$ cat src/hlcr_pkg.sv
// Shared types, constants and helpers for the humidity level colour ramp.
// No dependencies; imported by every module of the block.
`timescale 1ns / 1ps

package hlcr_pkg;

    // Blink half period in ticks, colour depth of the ramp
    localparam int BLINK_HALF_TICKS = 25;
    localparam int COLOR_BITS       = 8;

    localparam int COLOR_MAX = (1 << COLOR_BITS) - 1;
    localparam int BLINK_W   = $clog2(BLINK_HALF_TICKS + 1);

    localparam int CFG_DATA_W  = 16;
    localparam int CFG_INDEX_W = 3;

    // Configuration register indexes
    localparam logic [CFG_INDEX_W-1:0] CFG_DRY_THRESHOLD        = 3'd0;
    localparam logic [CFG_INDEX_W-1:0] CFG_DAMP_THRESHOLD       = 3'd1;
    localparam logic [CFG_INDEX_W-1:0] CFG_HYST_BAND            = 3'd2;
    localparam logic [CFG_INDEX_W-1:0] CFG_STALE_LIMIT_MS       = 3'd3;
    localparam logic [CFG_INDEX_W-1:0] CFG_REMOTE_TIMEOUT_TICKS = 3'd4;

    // Remote command codes
    localparam logic [1:0] ACT_NONE   = 2'd0;
    localparam logic [1:0] ACT_CUSTOM = 2'd1;
    localparam logic [1:0] ACT_AUTO   = 2'd2;

    typedef enum logic [1:0] {
        LVL_DRY  = 2'd0,
        LVL_OPT  = 2'd1,
        LVL_DAMP = 2'd2,
        LVL_ERR  = 2'd3
    } t_level;

    typedef logic [COLOR_BITS-1:0] t_color;
    typedef t_color [0:2]          t_rgb;   // [0] red, [1] green, [2] blue

    typedef struct packed {
        logic [9:0]  humidity;
        logic [15:0] sensor_age_ms;
        logic [1:0]  action;
        logic [7:0]  cmd_red;
        logic [7:0]  cmd_green;
        logic [7:0]  cmd_blue;
    } t_in_beat;

    typedef struct packed {
        logic [7:0] pixel_red;
        logic [7:0] pixel_green;
        logic [7:0] pixel_blue;
        logic [1:0] humidity_level;
        logic       remote_mode;
    } t_out_beat;

    typedef struct packed {
        logic [9:0]  dry_threshold;
        logic [9:0]  damp_threshold;
        logic [7:0]  hyst_band;
        logic [15:0] stale_limit_ms;
        logic [15:0] remote_timeout_ticks;
    } t_cfg;

    // 8-bit palette entry rescaled to the ramp depth (elaboration only)
    function automatic t_color scale8(int v);
        int s;
        s = v * COLOR_MAX / 255;
        return t_color'(s);
    endfunction

    localparam t_rgb PALETTE [4] = '{
        '{scale8(255), scale8(120), scale8(0)},
        '{scale8(0),   scale8(255), scale8(100)},
        '{scale8(0),   scale8(50),  scale8(255)},
        '{scale8(255), scale8(0),   scale8(0)}
    };

    function automatic t_color step_toward(t_color cur, t_color tgt);
        t_color r;
        if (cur < tgt) begin
            r = cur + t_color'(1);
        end else if (cur > tgt) begin
            r = cur - t_color'(1);
        end else begin
            r = cur;
        end
        return r;
    endfunction

    // Ramp colour to an 8-bit drive field
    function automatic logic [7:0] to_drive(t_color c);
        logic [31:0] w;
        w = 32'(c);
        return w[7:0];
    endfunction

    // Command colour masked to the ramp depth
    function automatic t_color from_cmd(logic [7:0] v);
        logic [31:0] w;
        w = 32'(v) & 32'(COLOR_MAX);
        return w[COLOR_BITS-1:0];
    endfunction

endpackage

$ cat src/humidity_level_color_ramp.sv
// Top level of the humidity level colour ramp: input and result registers,
// handshake, config bank and tick state. Depends on hlcr_pkg, hlcr_cfg_regs, hlcr_state.
//
//   channel | direction | handshake                 | payload
//   --------+-----------+---------------------------+-----------------------------
//   in      | to block  | i_in_valid / o_in_stall   | i_in  (t_in_beat)
//   out     | from block| o_out_valid / i_out_stall | o_out (t_out_beat)
//   cfg     | to block  | i_cfg_we                  | i_cfg_index, i_cfg_data
//
// One beat per cycle sustained while i_out_stall is low. A beat taken sits in the input
// register, passes the level/ramp logic into the result register and can then be
// taken from o_out.
// Synchronous active-low reset restores register defaults and state.
// A stalled result holds in the output register while the input register keeps
// one more beat; o_in_stall rises only when both are full.
`timescale 1ns / 1ps

module humidity_level_color_ramp import hlcr_pkg::*; (
    input  logic                   i_clk,
    input  logic                   i_rst_n,
    input  logic                   i_in_valid,
    output logic                   o_in_stall,
    input  t_in_beat               i_in,
    output logic                   o_out_valid,
    input  logic                   i_out_stall,
    output t_out_beat              o_out,
    input  logic                   i_cfg_we,
    input  logic [CFG_INDEX_W-1:0] i_cfg_index,
    input  logic [CFG_DATA_W-1:0]  i_cfg_data
);

    logic      r_in_valid;
    t_in_beat  r_in;
    logic      r_out_valid;
    t_out_beat r_out;
    logic      adv;
    t_cfg      cfg;
    t_out_beat result;

    assign adv        = r_in_valid && (!r_out_valid || !i_out_stall);
    assign o_in_stall = r_in_valid && r_out_valid && i_out_stall;

    always_ff @(posedge i_clk) begin
        if (!i_rst_n) begin
            r_in_valid <= 1'b0;
        end else if (!o_in_stall) begin
            r_in_valid <= i_in_valid;
        end
    end

    always_ff @(posedge i_clk) begin
        if (i_in_valid && !o_in_stall) begin
            r_in <= i_in;
        end
    end

    always_ff @(posedge i_clk) begin
        if (!i_rst_n) begin
            r_out_valid <= 1'b0;
        end else if (adv) begin
            r_out_valid <= 1'b1;
        end else if (!i_out_stall) begin
            r_out_valid <= 1'b0;
        end
    end

    always_ff @(posedge i_clk) begin
        if (adv) begin
            r_out <= result;
        end
    end

    hlcr_cfg_regs u_cfg (
        .i_clk       (i_clk),
        .i_rst_n     (i_rst_n),
        .i_cfg_we    (i_cfg_we),
        .i_cfg_index (i_cfg_index),
        .i_cfg_data  (i_cfg_data),
        .o_cfg       (cfg)
    );

    hlcr_state u_state (
        .i_clk    (i_clk),
        .i_rst_n  (i_rst_n),
        .i_adv    (adv),
        .i_beat   (r_in),
        .i_cfg    (cfg),
        .o_result (result)
    );

    assign o_out_valid = r_out_valid;
    assign o_out       = r_out;

endmodule

$ cat src/hlcr_cfg_regs.sv
// Configuration register bank of the humidity level colour ramp.
// Depends on hlcr_pkg.
`timescale 1ns / 1ps

module hlcr_cfg_regs import hlcr_pkg::*; (
    input  logic                   i_clk,
    input  logic                   i_rst_n,
    input  logic                   i_cfg_we,
    input  logic [CFG_INDEX_W-1:0] i_cfg_index,
    input  logic [CFG_DATA_W-1:0]  i_cfg_data,
    output t_cfg                   o_cfg
);

    t_cfg r_cfg;

    always_ff @(posedge i_clk) begin
        if (!i_rst_n) begin
            r_cfg.dry_threshold        <= 10'd400;
            r_cfg.damp_threshold       <= 10'd700;
            r_cfg.hyst_band            <= 8'd20;
            r_cfg.stale_limit_ms       <= 16'd5000;
            r_cfg.remote_timeout_ticks <= 16'd500;
        end else if (i_cfg_we) begin
            case (i_cfg_index)
                CFG_DRY_THRESHOLD:        r_cfg.dry_threshold        <= i_cfg_data[9:0];
                CFG_DAMP_THRESHOLD:       r_cfg.damp_threshold       <= i_cfg_data[9:0];
                CFG_HYST_BAND:            r_cfg.hyst_band            <= i_cfg_data[7:0];
                CFG_STALE_LIMIT_MS:       r_cfg.stale_limit_ms       <= i_cfg_data;
                CFG_REMOTE_TIMEOUT_TICKS: r_cfg.remote_timeout_ticks <= i_cfg_data;
                default: ;
            endcase
        end
    end

    assign o_cfg = r_cfg;

endmodule

$ cat src/hlcr_state.sv
// Tick state of the colour ramp: level machine, remote override, blink and
// ramped colour, with the next-state logic for one beat. Depends on hlcr_pkg.
`timescale 1ns / 1ps

module hlcr_state import hlcr_pkg::*; (
    input  logic      i_clk,
    input  logic      i_rst_n,
    input  logic      i_adv,
    input  t_in_beat  i_beat,
    input  t_cfg      i_cfg,
    output t_out_beat o_result
);

    t_level             r_level,          n_level;
    t_rgb               r_current,        n_current;
    t_rgb               r_target,         n_target;
    logic               r_remote_active,  n_remote_active;
    logic [15:0]        r_remote_elapsed, n_remote_elapsed;
    logic               r_blink_on,       n_blink_on;
    logic [BLINK_W-1:0] r_blink_count,    n_blink_count;

    logic               act_custom;
    logic               act_auto;
    t_rgb               tgt_a;
    t_rgb               cur_a;
    t_rgb               shown;
    logic               ra_a;
    logic [15:0]        el_a;
    logic               in_force;
    logic [10:0]        hum_m;
    logic [BLINK_W-1:0] cnt_inc;

    always_comb begin
        act_custom = (i_beat.action == ACT_CUSTOM);
        act_auto   = (i_beat.action == ACT_AUTO);

        tgt_a = r_target;
        if (act_custom) begin
            tgt_a[0] = from_cmd(i_beat.cmd_red);
            tgt_a[1] = from_cmd(i_beat.cmd_green);
            tgt_a[2] = from_cmd(i_beat.cmd_blue);
        end
        ra_a = act_custom ? 1'b1 : (act_auto ? 1'b0 : r_remote_active);
        el_a = act_custom ? 16'd0 : r_remote_elapsed;

        in_force = ra_a && (el_a < i_cfg.remote_timeout_ticks);
        // timeout tick clears the ramp before the level machine runs
        cur_a    = (ra_a && !in_force) ? '0 : r_current;

        hum_m   = 11'(i_beat.humidity) + 11'(i_cfg.hyst_band);
        cnt_inc = r_blink_count + BLINK_W'(1);

        n_level          = r_level;
        n_current        = cur_a;
        n_target         = tgt_a;
        n_remote_active  = 1'b0;
        n_remote_elapsed = el_a;
        n_blink_on       = r_blink_on;
        n_blink_count    = r_blink_count;
        shown            = '0;

        if (in_force) begin
            for (int i = 0; i < 3; i++) begin
                n_current[i] = step_toward(cur_a[i], tgt_a[i]);
            end
            n_remote_active  = 1'b1;
            n_remote_elapsed = (el_a == 16'hFFFF) ? el_a : el_a + 16'd1;
            shown            = n_current;
        end else begin
            if (i_beat.sensor_age_ms > i_cfg.stale_limit_ms) begin
                n_level = LVL_ERR;
            end else begin
                case (r_level)
                    LVL_DRY: begin
                        if (i_beat.humidity >= i_cfg.dry_threshold) n_level = LVL_OPT;
                    end
                    LVL_OPT: begin
                        // hum < thr - margin, never met when the bound is negative
                        if (hum_m < 11'(i_cfg.dry_threshold)) begin
                            n_level = LVL_DRY;
                        end else if (i_beat.humidity >= i_cfg.damp_threshold) begin
                            n_level = LVL_DAMP;
                        end
                    end
                    LVL_DAMP: begin
                        if (hum_m < 11'(i_cfg.damp_threshold)) n_level = LVL_OPT;
                    end
                    default: n_level = LVL_OPT;   // first fresh tick after error
                endcase
            end

            n_target = PALETTE[n_level];

            if (n_level != LVL_ERR) begin
                for (int i = 0; i < 3; i++) begin
                    n_current[i] = step_toward(cur_a[i], n_target[i]);
                end
                shown = n_current;
            end else begin
                n_blink_count = cnt_inc;
                if (32'(cnt_inc) >= BLINK_HALF_TICKS) begin
                    n_blink_on    = !r_blink_on;
                    n_blink_count = '0;
                end
                n_current = '0;
                shown     = n_blink_on ? n_target : '0;
            end
        end

        o_result.pixel_red      = to_drive(shown[0]);
        o_result.pixel_green    = to_drive(shown[1]);
        o_result.pixel_blue     = to_drive(shown[2]);
        o_result.humidity_level = n_level;
        o_result.remote_mode    = in_force;
    end

    always_ff @(posedge i_clk) begin
        if (!i_rst_n) begin
            r_level          <= LVL_OPT;
            r_current        <= '0;
            r_target         <= '0;
            r_remote_active  <= 1'b0;
            r_remote_elapsed <= '0;
            r_blink_on       <= 1'b0;
            r_blink_count    <= '0;
        end else if (i_adv) begin
            r_level          <= n_level;
            r_current        <= n_current;
            r_target         <= n_target;
            r_remote_active  <= n_remote_active;
            r_remote_elapsed <= n_remote_elapsed;
            r_blink_on       <= n_blink_on;
            r_blink_count    <= n_blink_count;
        end
    end

endmodule

$ cat config.mk
export PLATFORM = sky130hd
export DESIGN_NAME = humidity_level_color_ramp
export DESIGN_NICKNAME = d
export VERILOG_FILES = /design/src/hlcr_pkg.sv /design/src/humidity_level_color_ramp.sv /design/src/hlcr_cfg_regs.sv /design/src/hlcr_state.sv
export SDC_FILE = /design/constraint.sdc
export NUM_CORES = 1
export LEC_CHECK = 0
export BUFFER_PORTS_ARGS = -buffer_cell sky130_fd_sc_hd__buf_2
export CORE_ASPECT_RATIO = 1.75
export CORE_MARGIN = 3
export CORE_UTILIZATION = 50
export CTS_CLUSTER_SIZE = 28
export DETAILED_ROUTE_END_ITERATION = 7
export PLACE_DENSITY = 0.71
export SLEW_MARGIN = 0
export SYNTH_ARGS = -nofsm -noshare
export SYNTH_HDL_FRONTEND = slang
export SYNTH_SLANG_ARGS = --single-unit
$ cat constraint.sdc
create_clock -name i_clk -period 7.8 [get_ports i_clk]
set_clock_uncertainty 0.15 [all_clocks]
set_input_delay 0.78 -clock i_clk [delete_from_list [all_inputs] [get_ports i_clk]]
set_output_delay 0.78 -clock i_clk [all_outputs]
set_load 0.005 [all_outputs]
# Yosys cells after proc, flatten, opt, wreduce, memory -nomap -nowiden
# Cells that the tools add are included.
# classes
n_eq_ne	11
n_bitwise	3
muxes	43
magnitude_cmp	20
n_reduce_logical	20
n_addsub	9
# ops
op	n
$mux W24	10
$mux W8	12
$bmux W24 S2	1
$gt A8 B8 Y1	6
$lt A8 B8 Y1	6
$mux W16	3
$add A8 B1 Y8 const B	3
$sub A8 B1 Y8 const B	3
$lt A11 B10 Y1	2
$ge A10 B10 Y1	2
$add A16 B1 Y16 const B	1
$eq A16 B16 Y1 const B	1
$gt A16 B16 Y1	1
$lt A16 B16 Y1	1
$mux W2	7
$add A10 B8 Y11	1
$reduce_and A2 Y1	5
$mux W1	8
$eq A3 B2 Y1 const B	2
$logic_and A1 B1 Y1	6
$pmux W2 S3	1
$add A5 B1 Y5 const B	1
$ge A5 B5 Y1 const B	1
$logic_not A1 Y1	5
other kinds (14)	17
# totals
output_inout_bits	29
regBits	214
in_bits	76
wordCells	135

# Depth between registers and ports, before layout
# Gate-level depths: netlist of the first run.
# depth
depth_word	15
depth_mapped	29
mapped_depth_nobuf	28

# Modules after synthesis
# From an unflattened synthesis of the first run, not the netlist that was laid out.
# unflattened
hier_cells	1585
area_unflattened_um2	14076.0
# by_module_without_submodules
module	instances	cells_each	area_per_inst_um2
hlcr_state	1	1271	9278.9
humidity_level_color_ramp	1	87	2456.1
hlcr_cfg_regs	1	227	2341.0

# Worst setup path after synthesis of the first run
# No wires, ideal clock.
# synth_path
kind	reg2reg
start	register r_in[42] (netlist name)
end	register r_out, in the netlist o_out[23] (data pin)
path_slack_ns	1.925
t_arrival_ns	5.459
stages_incl_launch_ff	26
path_buffers	0
cell_sequence	edfxtp_1 > ha_1 > fa_1 > a21oi_1 > o21ai_0 > a2111oi_0 > nor2_1 > xor2_1 > ha_1 > o21ai_0 > nor2_1 > nor2_1 > o31ai_1 > a31o_2 > nand3b_1 > ha_1 > inv_1 > ha_1 > nor2b_1 > o211ai_1 > a21oi_1 > o21ai_0 > o21ai_0 > a21oi_1 > o21ai_1 > or3b_1
# synth_lines
element	line	source
from (decl)	humidity_level_color_ramp.sv:33	t_in_beat r_in;
from (signal assigned)	humidity_level_color_ramp.sv:53	r_in <= i_in;
to (signal assigned)	humidity_level_color_ramp.sv:69	r_out <= result;
to (decl)	humidity_level_color_ramp.sv:35	t_out_beat r_out;

==> summary.md, run 1 <==
| Metric | Value |
|---|---|
| CP max-delay cell | `ha_1` |
| Met3 WL | `1.70 mm` |
| Most common cell after layout, fill and taps aside | `nand2_1` |
| Worst setup EP type | `flip-flop` |
| TritonCTS Sinks | `214` |
| Most frequent cells in the layout | `nand2_1 (228), a21oi_1 (163), ha_1 (137), dfxtp_1 (135), nor2_1 (109)` |
| # setup viols final | `0` |
| #FFs+latches synth | `214` |
| Pin count of the biggest net entering global routing | `65` |
| Clock-pin slew of the registers on the worst-case setup and hold paths | `0.06 ns` |
| Top layer in use | `met4` |
| Post-DP HPWL | `28.5 mm` |
| Cell count of the worst hold path | `1` |
| Worst VDD drop | `0.186 mV` |
| R2R cell count | `25` |
| Final WS setup | `0.900 ns` |
| Area of the multi-input gates | `0.00793 sq mm` |
| Slew Viols, Final | `0` |
| Psw | `0.000949 W` |
| Worst endpoint required time | `7.91 ns` |
| IO Count | `105` |
| Cell Area, Placed | `0.0143 sq mm` |
| Die area | `0.0293 sq mm` |
| Inserted Diodes | `0` |
| Critical path startpoint category | `flip-flop` |
| Fin crit share | `0.885` |
| Fraction of layout cells with a size suffix above 1 | `0.116` |
| Worst rel slew slack | `0.246` |
| Crit path buf inv count | `1` |
| Post-route ant nets | `0` |
| Critical path type | `flip-flop to flip-flop` |
| Grt ovf | `0` |
| RSZ-0062 raised after global routing | `no` |
| Hold/Removal Path Class | `primary input to flip-flop` |
| GRT Total Usage | `0.258` |
| Hold-fix buffers at CTS | `0` |
| Sequential share of the synthesized area | `0.373` |
| Port Buffers | `104` |
| Via count | `12,060` |
| Worst path arrival time | `7.01 ns` |
| RePlAce Congestion | `0.963` |
| YS warnings | `0` |
| Via/cell ratio | `6.05` |
| Top_reg_cell synth | `dfxtp_1` |
| Max-cap violations | `0` |
| Pwr Density | `205 mW/mm^2` |
| Logic pwr share | `0.231` |
| CTS Buf Count | `22` |
| Pint | `0.00214 W` |
| Crit path max-delay family | `compound AO/OA/AOI/OAI gates` |
| Synth Instances | `1,584` |
| Top cells by area, synth | `dfxtp_1 (20%), edfxtp_1 (17%), ha_1 (13%)` |
| Synth area leader | `dfxtp_1` |
| Cell variety after synth | `86` |
| Core box area | `0.0267 sq mm` |
| Final min period | `6.90 ns` |
| Pre-CTS WS | `1.00 ns` |
| WL/cell | `19.3 microns` |
| DRC | `0` |
| Initial DRC count | `846` |
| Seq pwr share | `0.409` |
| Filler instances | `2,449` |
| First-pass GRT wire length | `60.3 mm` |
| Reg area | `0.00507 sq mm` |
| Initial core utilization | `0.510` |
| Worst-Skew Late Latency | `0.52 ns` |
| Post-CTS sizing | `0` |
| Final Hold Viols | `0` |
| Post-Layout Inst Area | `0.0151 sq mm` |
| Die Y | `224 microns` |
| Asr flop ratio synth | `0` |
| Synth Net Count | `1,798` |
| CTS tree | `built` |
| Worst Tran Pin Value | `1.13 ns` |
| Post-synth EDFFs | `79` |
| Highest Clock Rate | `0.145 GHz` |
| Post-Syn Area per Cell | `8.60 sq um` |
| Post-synth top area share | `0.198` |
| Area Overhead vs Synth | `11.0%` |
| Setup bufs post-CTS | `0` |
| Initial antenna violation count | `0` |
| Max FO, Critical Path | `9` |
| NumNets Final | `1,867` |
| Metal2 WL | `20.7 mm` |
| H-tree levels | `1` |
| Die width | `131 microns` |
| Pleak | `6.34 nW` |
| CTS root buf | `clkbuf_16` |
| Outcome | `complete, no violations` |
| Netlist Area Pre-Place | `0.0136 sq mm` |
| CP max stage delay | `0.62 ns` |
| Clock network power share | `0.359` |
| Metal-1 WL | `13.7 mm` |
| Hold_ws | `0.283 ns` |
| Sw frac | `0.307` |
| Num rows | `79` |
| Drt first pass iters | `6` |
| WP depth | `25` |
| Vias in the first global route | `11,924` |
| Setup TNS | `0 ns` |
| Routed WL | `38.4 mm` |
| Clock tree buffer depth | `3` |
## state kept, by name, indices dropped and copies added, names as in the netlist
signal,flops
u_cfg.o_cfg,60
u_state.r_blink_on,1
u_state.r_remote_active,1
u_state.r_current,24
u_state.r_remote_elapsed,16
r_in_valid,1
u_state.r_target,24
r_in,52
u_state.r_blink_count,5
u_state.r_level,2
o_out,27
o_out_valid,1
## cells in the mapped netlist (all sizes together), types with 5 or more instances
master / instances
inv: 83
mux2i: 24
nor2: 110
a21oi: 163
edfxtp: 79
o221ai: 5
o211ai: 33
o21a: 9
a32oi: 7
or3: 13
ha: 137
a211oi: 25
o211a: 5
nand2: 229
clkbuf: 53
a211o: 5
and3: 15
xnor2: 14
nand3: 42
nand2b: 12
a221oi: 8
xor2: 20
buf: 19
nand3b: 5
nor3: 31
o31ai: 6
dfxtp: 135
or2: 7
and2: 38
a22oi: 10
a21o: 23
mux2: 7
a21boi: 5
nor4: 6
nor2b: 16
nand4: 28
a31oi: 10
a2111oi: 6
o21ai: 79
## metrics by stage
| step | power (W) | utilization | cells |
|---|---|---|---|
| after CTS | 0.00312 | 0.566 | 1993 |
| final | 0.00309 | 0.566 | 1993 |
| after global placement | 0.00198 | 0.537 | 1953 |
| after floorplan | 0.00178 | - | 1584 |
| after detailed placement | 0.00199 | 0.537 | 1953 |
| after global routing | 0.00325 | 0.566 | 1993 |
## routing by layer
metal  vias up  GRT usage
met5         -          0
met4         0      0.147
met3       127     0.0283
met2       349      0.490
met1      5679      0.265
li1       5905          -
## layout make-up
type,instances,share of cell area
inverters,84,0.0209
clock inverters,8,0.00472
repair buffers,117,0.0409
flip-flops and latches,214,0.336
multi-input cells,1214,0.525
clock buffers,32,0.0464
well taps,324,0.0268
## kinds of logic after synthesis
kind of cell / count (synthesis) / synth area share
flip-flops: 214 / 0.373
AND/OR/NAND/NOR: 566 / 0.195
AO/OA/AOI/OAI: 445 / 0.213
multiplexers: 31 / 0.0234
adder cells (fa/ha/maj): 138 / 0.127
buffers and inverters: 156 / 0.0462
XOR/XNOR: 34 / 0.0219
## power groups by stage
stage | Clock, W | Sequential [W] | Combinational [W]
CTS | 0.00114 | 0.00127 | 0.000710
global placement | 0 | 0.00129 | 0.000688
floorplan | 0 | 0.00127 | 0.000512
finish | 0.00111 | 0.00127 | 0.000715
global route | 0.00118 | 0.00127 | 0.000796
detailed placement | 0 | 0.00129 | 0.000705
## worst register-to-register path, stage by stage, from the launching register on
cell and delay [ns]:
edfxtp_1 0.39, ha_1 0.24, fa_1 0.40, a21oi_1 0.20, o21ai_0 0.13, a2111oi_0 0.51
nor2_1 0.13, xor2_1 0.24, ha_1 0.27, o21ai_0 0.11, nor2_1 0.08, nor2_1 0.08
o31ai_1 0.07, a31o_2 0.26, nand3b_1 0.33, ha_1 0.63, inv_1 0.26, ha_1 0.36
nor2b_1 0.13, o211ai_1 0.21, a21oi_1 0.15, o21ai_0 0.49, o21ai_0 0.17, a21oi_1 0.18
o21ai_1 0.10, or3b_1 0.38
## path summary, 6_finish.rpt
path / from / endpoint / slack (ns)
worst max register to register: r_in[42] / o_out[23] / 0.90
worst max-delay path: r_in[42] / o_out[23] / 0.90
worst min register to register: u_cfg.o_cfg[20] / u_cfg.o_cfg[20] / 0.30
worst min-delay path: i_in[40] / r_in[40] / 0.28
(Power assumes the default switching activity.)
==> run 2: changes to the inputs <==
Settings changed: ABC_AREA set to 1.
==> summary.md, run 2 <==
| Metric | Value |
|---|---|
| Post-Syn Area per Cell | `7.46 sq um` |
| Asr flop ratio synth | `0` |
| Top_reg_cell synth | `dfxtp_1` |
| Via count | `12,401` |
| CTS root buf | `clkbuf_16` |
| # setup viols final | `0` |
| First-pass GRT wire length | `58.4 mm` |
| Mux cell area share after synthesis | `0.0111` |
| Die area | `0.0293 sq mm` |
| Initial DRC count | `814` |
| Compound-gate portion of the synthesized area | `0.136` |
| CP max stage delay | `0.49 ns` |
| Most common cell after layout, fill and taps aside | `nand2_1` |
| Crit. Startpoint | `r_in[42]` |
| Worst flop-to-flop path endpoint | `o_out[4]` |
| CP max-delay cell | `nor2_1` |
| Seq pwr share | `0.415` |
| Pint | `0.00210 W` |
| GRT Total Usage | `0.244` |
| Met2 usage | `0.459` |
| Post-DP HPWL | `26.6 mm` |
| Critical path startpoint category | `flip-flop` |
| Register-to-register setup slack | `1.49 ns` |
| Max FO, Critical Path | `10` |
| Final WS setup | `1.49 ns` |
| TritonCTS Sinks | `214` |
| Sw frac | `0.317` |
| Post-synth EDFFs | `79` |
| Most frequent cells in the layout | `nand2_1 (393), inv_1 (260), nand3_1 (157), nor2_1 (144), ha_1 (137)` |
| Sequential share of the synthesized area | `0.374` |
| Core box area | `0.0267 sq mm` |
| GR peak layer | `met2` |
| Clock tree buffer depth | `3` |
| Via/cell ratio | `5.54` |
| Vias in the first global route | `12,313` |
| DRC | `0` |
| Clock network power share | `0.341` |
| Die width | `131 microns` |
| YS warnings | `0` |
| Most frequent cell after synthesis | `nand2_1` |
| Min-delay src | `i_in[31]` |
| Critical path type | `flip-flop to flip-flop` |
| Placed cell count | `2,199` |
| Drt first pass iters | `5` |
| Post-CTS sizing | `0` |
| Clock-pin slew of the registers on the worst-case setup and hold paths | `0.07 ns` |
| Num rows | `79` |
| Highest Clock Rate | `0.158 GHz` |
| Setup TNS | `0 ns` |
| Met1 GRT Util | `0.266` |
| Top cells by area, synth | `dfxtp_1 (20%), edfxtp_1 (17%), ha_1 (13%)` |
| Synth area leader | `dfxtp_1` |
| XOR/XNOR Fraction of Synth Area | `0.0174` |
| Cell variety after synth | `49` |
| Setup bufs post-CTS | `0` |
| Die Y | `224 microns` |
| CTS tree | `built` |
| H-tree levels | `1` |
| Psw | `0.000975 W` |
| Synth Area in Adders | `0.128` |
| GR Layer Usage met3 | `0.0272` |
| Hold-fix buffers at CTS | `0` |
| Inserted Diodes | `0` |
| Worst rel slew slack | `0.269` |
| Worst-Skew Late Latency | `0.51 ns` |
| Netlist Area Pre-Place | `0.0136 sq mm` |
| Final Hold Viols | `0` |
| Pleak | `7.25 nW` |
| R2R cell count | `35` |
| Simple-gate share of the synthesized area | `0.241` |
| Synth Instances | `1,820` |
| Grt ovf | `0` |
| Initial antenna violation count | `0` |
| Synth cell count leaders | `nand2_1 (393), inv_1 (261), nand3_1 (157)` |
| Pin count of the biggest net entering global routing | `74` |
| Worst VDD drop | `0.169 mV` |
| CTS Buf Count | `22` |
| Worst Tran Pin Value | `1.09 ns` |
| Max-cap violations | `0` |
| Non-filler cells, final | `2,239` |
| Most frequent CP cell | `nand2_1` |
| NumNets Final | `2,113` |
| Worst endpoint required time | `8.03 ns` |
| Worst path arrival time | `6.54 ns` |
| WL/cell | `15.9 microns` |
| Pwr Density | `205 mW/mm^2` |
| Fraction of layout cells with a size suffix above 1 | `0.0940` |
| Final min period | `6.31 ns` |
| IO Count | `105` |
| Routed WL | `35.7 mm` |
| RSZ-0062 raised after global routing | `no` |
| RePlAce Congestion | `0.937` |
| #FFs+latches synth | `214` |
| Hold_ws | `0.287 ns` |
| Post-route ant nets | `0` |
| Outcome | `complete, no violations` |
| Pre-CTS WS | `1.57 ns` |
| Port Buffers | `104` |
| Number of flip-flops under the largest register name | `60` |
| Area of the multi-input gates | `0.00725 sq mm` |
| Logic pwr share | `0.244` |
| Reg area | `0.00507 sq mm` |
| R2r startpoint | `r_in[42]` |
| Post-synth top area share | `0.199` |
| Area Overhead vs Synth | `10.8%` |
| Slew Viols, Final | `0` |
| Finished Core Util | `0.564` |
| Synth Net Count | `2,034` |
| Worst setup EP type | `flip-flop` |
| Critical Path Sink | `o_out[4]` |
| Initial core utilization | `0.509` |
| Fin crit share | `0.809` |
| Hold/Removal Path Class | `primary input to flip-flop` |
| Largest family of logic cells by synthesized area | `simple AND/OR/NAND/NOR gates` |
| Filler instances | `2,565` |
[run 2: final cells by class]
| class | instances | area share |
|---|---|---|
| Sequential cell | 214 | 0.337 |
| Multi-Input combinational cell | 1275 | 0.482 |
| Clock buffer | 32 | 0.0425 |
| Clock inverter | 8 | 0.00532 |
| Timing Repair Buffer | 110 | 0.0376 |
| Tap cell | 324 | 0.0269 |
| Inverter | 276 | 0.0688 |
[run 2: stage by stage]
| stage | total power [W] | area (sq um) |
|---|---|---|
| floorplan | 0.00183 | 13600 |
| global placement | 0.00203 | 14300 |
| detailed placement | 0.00205 | 14300 |
| CTS | 0.00310 | 15000 |
| global route | 0.00326 | 15000 |
| finish | 0.00308 | 15000 |
[run 2: worst min path at each step]
stage,depth (start not counted),to
CTS,1,r_in[31]
floorplan,2,u_cfg.o_cfg[34]
global route,1,r_in[30]
finish,1,r_in[31]
global placement,2,u_cfg.o_cfg[20]
detailed placement,2,u_cfg.o_cfg[20]
[run 2: logic make-up (layout without fill, tap and decap cells)]
| logic type | count (synthesis) | after routing |
|---|---|---|
| compound gates | 328 | 328 |
| fa+ha+maj | 138 | 138 |
| mux | 15 | 15 |
| simple gates | 767 | 767 |
| buf+inv | 331 | 426 |
| xor+xnor | 27 | 27 |
| flops | 214 | 214 |
[run 2: worst max-delay path, delay by kind of cell, from the launching register on]
| family | cells | cell delay, ns |
|---|---|---|
| adders and majority gates | 5 | 1.73 |
| xor gates and xnor gates | 1 | 0.15 |
| buffers and inverters | 6 | 0.84 |
| AOI/OAI and AO/OA | 10 | 1.36 |
| and+or+nand+nor | 13 | 1.53 |
| DFF | 1 | 0.39 |
[run 2: layer usage]
layer	up-vias	wire [microns]
li1	6225	-
met1	5762	13800
met2	322	18900
met3	92	1410
met4	0	1470
met5	-	0
[run 2: power by group through the flow]
| stage | clock network, W | logic (W) | registers [W] |
|---|---|---|---|
| floorplan | 0 | 0.000546 | 0.00129 |
| global placement | 0 | 0.000729 | 0.00130 |
| detailed placement | 0 | 0.000747 | 0.00130 |
| CTS | 0.00108 | 0.000751 | 0.00128 |
| global route | 0.00111 | 0.000860 | 0.00128 |
| finish | 0.00105 | 0.000752 | 0.00128 |
